==> config.mk <==
export PLATFORM = sky130hd
export DESIGN_NAME = gba_ctrl
export DESIGN_NICKNAME = d
export VERILOG_FILES = /design/src/sv/gba_pkg.sv /design/src/sv/gba_ctrl.sv
export SDC_FILE = /design/constraint.sdc
export NUM_CORES = 1
export LEC_CHECK = 0
export ABC_AREA = 1
export BUFFER_PORTS_ARGS = -buffer_cell sky130_fd_sc_hd__buf_4
export CAP_MARGIN = 40
export CORE_AREA = 2 2 39 41
export DETAILED_ROUTE_END_ITERATION = 12
export DIE_AREA = 0 0 41 43
export PLACE_DENSITY_LB_ADDON = 0.05
export SYNTH_ARGS = -nofsm -noshare
export SYNTH_HDL_FRONTEND = slang
export SYNTH_SLANG_ARGS = --single-unit
==> constraint.sdc <==
create_clock -name clock -period 1.6 [get_ports clock]
set_clock_uncertainty 0.05 [all_clocks]
set_input_delay 0.16 -clock clock [delete_from_list [all_inputs] [get_ports clock]]
set_output_delay 0.16 -clock clock [all_outputs]
set_load 0.01 [all_outputs]
==> src/sv/gba_pkg.sv <==
`timescale 1ns / 1ps
// ----------------------------------------------------------------------------
// gba_pkg
// Shared constants, status codes, control/status bundles and a helper
// function for the grouped bitmap allocator.
// ----------------------------------------------------------------------------
package gba_pkg;

   // geometry
   localparam int GROUPS          = 8;
   localparam int BITS_PER_GROUP  = 8192;
   localparam int WORD_W          = 64;
   localparam int WORDS_PER_GROUP = BITS_PER_GROUP / WORD_W;
   localparam int TOTAL_WORDS     = GROUPS * WORDS_PER_GROUP;
   localparam int BIT_IDX_W       = $clog2(WORD_W);
   localparam int WORD_IDX_W      = $clog2(WORDS_PER_GROUP);
   localparam int GROUP_IDX_W     = $clog2(GROUPS);
   localparam int ADDR_W          = GROUP_IDX_W + WORD_IDX_W;
   localparam int GRP_SHIFT       = $clog2(BITS_PER_GROUP);

   // field widths
   localparam int ID_W      = 17;
   localparam int STATUS_W  = 2;
   localparam int CFG_W     = 4;
   localparam int GCNT_W    = $clog2(BITS_PER_GROUP + 1);
   localparam int ID_GRP_W  = ID_W - GRP_SHIFT;

   // reset values
   localparam logic [CFG_W-1:0]  GROUPS_IN_USE_RST = CFG_W'(8);
   localparam logic [ID_W-1:0]   TOTAL_RST         = ID_W'(GROUPS * BITS_PER_GROUP);
   localparam logic [GCNT_W-1:0] GCNT_RST          = GCNT_W'(BITS_PER_GROUP);

   // request function codes
   localparam logic FUNC_ALLOC   = 1'b0;
   localparam logic FUNC_RELEASE = 1'b1;

   // response status codes
   localparam logic [STATUS_W-1:0] ST_OK        = 2'd0;
   localparam logic [STATUS_W-1:0] ST_NO_FREE   = 2'd1;
   localparam logic [STATUS_W-1:0] ST_BAD_ID    = 2'd2;
   localparam logic [STATUS_W-1:0] ST_NOT_ALLOC = 2'd3;

   // controller -> datapath
   typedef struct packed {
      logic                req_take;     // latch request payload
      logic                clr_step;     // clear one bitmap word
      logic                grp_start;    // group pointer to zero
      logic                grp_next;     // advance group pointer
      logic                grp_load_id;  // group pointer from release id
      logic                scan_start;   // word pointer to zero
      logic                scan_issue;   // issue one bitmap read
      logic                word_capture; // hold the non-full word
      logic                alloc_commit; // set bit, count down, post result
      logic                rel_read;     // read the word of the release id
      logic                rel_commit;   // clear bit, count up, post result
      logic                res_load;     // post a failure result
      logic [STATUS_W-1:0] res_status;   // code for res_load
      logic                out_load;     // move result to output register
   } gba_cmd_type;

   // datapath -> controller
   typedef struct packed {
      logic clr_last;   // last word of the clearing pass
      logic grp_done;   // group pointer past the groups in use
      logic grp_empty;  // current group has no free entry
      logic iss_more;   // words left to issue in this group
      logic rd_vld;     // read data belongs to the scan
      logic word_full;  // read word has no clear bit
      logic chk_last;   // read word is the last of the group
      logic id_bad;     // release id zero or outside groups in use
      logic bit_set;    // release bit is currently allocated
      logic out_busy;   // output register holds an untaken result
   } gba_sts_type;

   // index of the lowest clear bit; binary search, one halving a step
   function automatic logic [BIT_IDX_W-1:0] first_zero(input logic [WORD_W-1:0] word);
      logic [WORD_W-1:0]    cur;
      logic [WORD_W-1:0]    low_mask;
      logic [BIT_IDX_W-1:0] idx;
      cur = word;
      idx = '0;
      for (int s = BIT_IDX_W - 1; s >= 0; s--) begin
         low_mask = (WORD_W'(1) << (1 << s)) - WORD_W'(1);
         if ((cur & low_mask) == low_mask) begin
            cur    = cur >> (1 << s);
            idx[s] = 1'b1;
         end
      end
      return idx;
   endfunction

endpackage

==> src/sv/gba_ctrl.sv <==
`timescale 1ns / 1ps
// ----------------------------------------------------------------------------
// gba_ctrl
// Sequencer for the allocator: clearing pass, group walk, word scan,
// release read-modify-write and result hand-off.
// ----------------------------------------------------------------------------
module gba_ctrl (
   input  logic                 clock,
   input  logic                 reset,
   input  logic                 req_valid,
   input  logic                 req_func,
   output logic                 req_ready,
   input  logic                 rsp_ready,
   input  gba_pkg::gba_sts_type sts,
   output gba_pkg::gba_cmd_type cmd
);

   localparam logic [3:0] S_CLEAR   = 4'd0;
   localparam logic [3:0] S_IDLE    = 4'd1;
   localparam logic [3:0] S_GRP     = 4'd2;
   localparam logic [3:0] S_SCAN    = 4'd3;
   localparam logic [3:0] S_FOUND   = 4'd4;
   localparam logic [3:0] S_REL_CHK = 4'd5;
   localparam logic [3:0] S_REL_RD  = 4'd6;
   localparam logic [3:0] S_REL_WR  = 4'd7;
   localparam logic [3:0] S_RESP    = 4'd8;

   logic [3:0] state_ff;
   logic [3:0] state_in;
   logic       hit;

   // scan found a word with a clear bit
   assign hit = sts.rd_vld && !sts.word_full;

   // next state and commands
   always_comb begin
      state_in  = state_ff;
      cmd       = '0;
      req_ready = 1'b0;
      unique case (state_ff)
         S_CLEAR: begin
            cmd.clr_step = 1'b1;
            if (sts.clr_last) begin
               state_in = S_IDLE;
            end
         end
         S_IDLE: begin
            req_ready = 1'b1;
            if (req_valid) begin
               cmd.req_take  = 1'b1;
               cmd.grp_start = 1'b1;
               state_in = (req_func == gba_pkg::FUNC_ALLOC) ? S_GRP : S_REL_CHK;
            end
         end
         S_GRP: begin
            if (sts.grp_done) begin
               cmd.res_load   = 1'b1;
               cmd.res_status = gba_pkg::ST_NO_FREE;
               state_in       = S_RESP;
            end else if (sts.grp_empty) begin
               cmd.grp_next = 1'b1;
            end else begin
               cmd.scan_start = 1'b1;
               state_in       = S_SCAN;
            end
         end
         S_SCAN: begin
            cmd.scan_issue = sts.iss_more && !hit;
            if (hit) begin
               cmd.word_capture = 1'b1;
               state_in         = S_FOUND;
            end else if (sts.rd_vld && sts.chk_last) begin
               cmd.grp_next = 1'b1;
               state_in     = S_GRP;
            end
         end
         S_FOUND: begin
            cmd.alloc_commit = 1'b1;
            state_in         = S_RESP;
         end
         S_REL_CHK: begin
            cmd.grp_load_id = 1'b1;
            if (sts.id_bad) begin
               cmd.res_load   = 1'b1;
               cmd.res_status = gba_pkg::ST_BAD_ID;
               state_in       = S_RESP;
            end else begin
               state_in = S_REL_RD;
            end
         end
         S_REL_RD: begin
            cmd.rel_read = 1'b1;
            state_in     = S_REL_WR;
         end
         S_REL_WR: begin
            if (sts.bit_set) begin
               cmd.rel_commit = 1'b1;
            end else begin
               cmd.res_load   = 1'b1;
               cmd.res_status = gba_pkg::ST_NOT_ALLOC;
            end
            state_in = S_RESP;
         end
         S_RESP: begin
            if (!sts.out_busy || rsp_ready) begin
               cmd.out_load = 1'b1;
               state_in     = S_IDLE;
            end
         end
         default: begin
            state_in = S_IDLE;
         end
      endcase
   end

   // state register
   always_ff @(posedge clock) begin
      if (reset) begin
         state_ff <= S_CLEAR;
      end else begin
         state_ff <= state_in;
      end
   end

   // no request taken during the clearing pass
   a_clear_blocks: assert property (@(posedge clock) disable iff (reset)
      (state_ff == S_CLEAR) |-> !req_ready && !cmd.alloc_commit && !cmd.rel_commit)
      else $error("request activity during clearing pass");

   // every taken request ends in exactly one result hand-off before the next
   a_resp_to_idle: assert property (@(posedge clock) disable iff (reset)
      cmd.out_load |=> (state_ff == S_IDLE))
      else $error("result hand-off did not return to idle");

   // a commit always precedes a result hand-off
   a_commit_resp: assert property (@(posedge clock) disable iff (reset)
      (cmd.alloc_commit || cmd.rel_commit || cmd.res_load) |=> (state_ff == S_RESP))
      else $error("result staged without hand-off");

endmodule

==> results by group <==
Power and ir drop
  – Pwr dens: 1110 nW/µm²
  – VDD IR max: 879 µV
  – P_int: 446 µW
  – Switch share: 48.8%
  – Sequential Power Share: 21.5%
  – P_leak: 0.000451 µW
  – Clock share of power: 14.7%
  – Switch Pwr: 425 µW
  – Combinational share of power: 63.9%

Critical path
  – Worst-path fanout max: 4
  – Crit path capture type: output port
  – Crit path kind: reg -> out
  – Worst path required time: 1390 ps
  – CP startpoint kind: register
  – Critical Path AT: 1300 ps

GRT
  – Initial antenna violation count: 0
  – Global-route wire length before repair: 2480 µm
  – Overflow after GRT: 0
  – Largest net degree at the start of global routing: 9
  – Gr usage total: 20.3%
  – Vias in the first global route: 608

Route
  – WL/cell: 10.1 µm
  – Routed vias: 699
  – Via density: 4.82
  – First-pass DRT Iterations: 4
  – Drt total wl: 1470 µm
  – DRC Markers: 0
  – First DRT Iteration DRCs: 23
  – Final ANT Viol Nets: 0

Placed design
  – Port bufs: 30
  – RePlAce Congestion: 0.856
  – Placed cells: 142
  – DP HPWL: 1200 µm

Flow run
  – MaxCap Viol Count: 0

STA
  – F_max: 661 MHz
  – Worst rel slew slack: 83.2%
  – Fin. max-slew vios: 0
  – Fin crit period: 1510 ps
  – Final hold viol count: 0
  – Final worst path period share: 94.5%
  – RSZ-0062 raised after global routing: no
  – Final TNS setup: 0 ps
  – Worst slew pin tran: 252 ps
  – Count of endpoints failing setup in the final report: 0
  – Fin Hold WS: 58.1 ps

Clock tree
  – CTS buffer count: 3
  – CTS tree: yes
  – Clock transition at path regs: 40 ps
  – Clock Path Buffers: 2
  – Post-CTS setup buffers: 0
  – H-tree depth: 1
  – CTS Sinks: 4
  – Root buf cell: clkbuf_4
  – Clock insertion delay at the later pin of the skew report: 240 ps

Yosys
  – Post-Syn Area: 504 µm²
  – Post-synthesis sequential area ratio: 15.9%
  – Synth Area per Inst: 5.20 µm²
  – Syn Nets: 112
  – Post-synth cell types: 19
  – Cells after Synth: 97
  – Yosys reg bits: 4
  – Yosys warns: 0
  – Synth top area share: 15.9%
  – Area contributors post-synth: dfxtp_1 16%, nand2_1 16%, nor2_1 16%
  – Post-synth top area cell: dfxtp_1

Layout
  – Footprint of the multi-input gates: 358 µm²
  – Register area: 85.1 µm²
  – ANT cells: 0
  – Finished Layout Cells: 145
  – Nets@finish: 146
  – Share of cells above drive strength 1: 38.8%
  – Fillers: 145
  – Largest registers: state_ff: 4 flops
  – Max reg flops: 4
  – Layout area overhead: 55.1%
  – Largest Register: state_ff

Floorplan
  – Std cell rows: 14
  – Die height: 43 µm
  – DIE AREA: 1760 µm²
  – Die span in x: 41 µm
  – Boundary Pins: 31
  – Core area: 1380 µm²
  – Initial Utilization: 36.4%

Worst hold path
  – Hold WC Path Type: in -> reg

Status
  – Status: finished clean
==> worst paths after layout <==
check / to / cells past startpoint / start / slack, ps
setup / recovery: cmd[11] / 6 / state_ff[2] / 90
hold / removal: state_ff[1] / 2 / reset / 60
setup reg to reg: state_ff[0] / 6 / state_ff[0] / 300
hold reg to reg: state_ff[1] / 2 / state_ff[1] / 490
==> per-layer routing <==
layer / wire length, µm / global-route usage [%]
met5: 0 / 0
met4: 22 / 5.33
met3: 120 / 7.85
met2: 710 / 30.9
met1: 612 / 25.6
==> logic make-up after synthesis <==
logic type,share of synthesized area (%)
simple gates,57.1
buf+inv,15.6
compound gates,11.4
flops,15.9
==> area by class of cell <==
class | count | share of cell area (%)
Tap cell | 16 | 2.56
Clock buffer | 3 | 2.88
Sequential cell | 4 | 10.9
Inverter | 19 | 9.12
Timing Repair Buffer | 30 | 28.8
Multi-Input combinational cell | 73 | 45.8
==> cells in the mapped netlist <==
| cell | instances |
|---|---|
| a21oi_2 | 1 |
| a41oi_1 | 1 |
| buf_4 | 1 |
| dfxtp_1 | 4 |
| inv_1 | 17 |
| inv_2 | 2 |
| nand2_1 | 21 |
| nand2_2 | 2 |
| nand3_1 | 8 |
| nand3b_1 | 1 |
| nand4_1 | 2 |
| nor2_1 | 21 |
| nor2_2 | 5 |
| nor2_4 | 1 |
| nor3_1 | 3 |
| o211ai_1 | 1 |
| o21ai_0 | 4 |
| o21ai_1 | 1 |
| o21bai_1 | 1 |
==> per-stage QoR <==
step / util (%) / setup slack, ps / power (µW) / area (µm²)
finish: 56.5 / 88.1 / 871 / 782
global route: 56.5 / 1.52 / 963 / 782
CTS: 55.7 / 4.18 / 859 / 771
detailed placement: 53.6 / 223 / 720 / 742
global placement: 53.6 / 233 / 716 / 742
floorplan: - / 272 / 525 / 504
==> power groups by stage <==
stage | clock network [µW] | logic [µW] | registers (µW)
detailed placement | 0 | 545 | 175
finish | 128 | 556 | 187
CTS | 132 | 550 | 176
global placement | 0 | 542 | 174
global route | 145 | 625 | 192
floorplan | 0 | 357 | 168
==> timing repair <==
| item | 4_1_cts | 5_1_grt |
|---|---|---|
| setup endpoints to repair | 3 | 5 |
| hold buffers | 0 | 0 |
| resized for setup | 2 | 6 |
==> worst max-delay path, stage by stage, from the launching register on <==
cell and delay [ps]:
dfxtp_2 340, inv_1 120, nand2_1 110, nor2_2 130, nand2_1 90, o21ai_1 130, buf_4 140
==> placed cells by master, fill, tap and decap left out, drive strengths merged <==
cell     n
o211ai   1
buf     30
nand3b   1
nand4    2
o21bai   1
a41oi    1
nand2   23
nor2    27
clkbuf   3
inv     19
nand3    8
nor3     3
a21oi    1
o21ai    5
dfxtp    4
No activity file was read; power rests on OpenSTA's default activity.
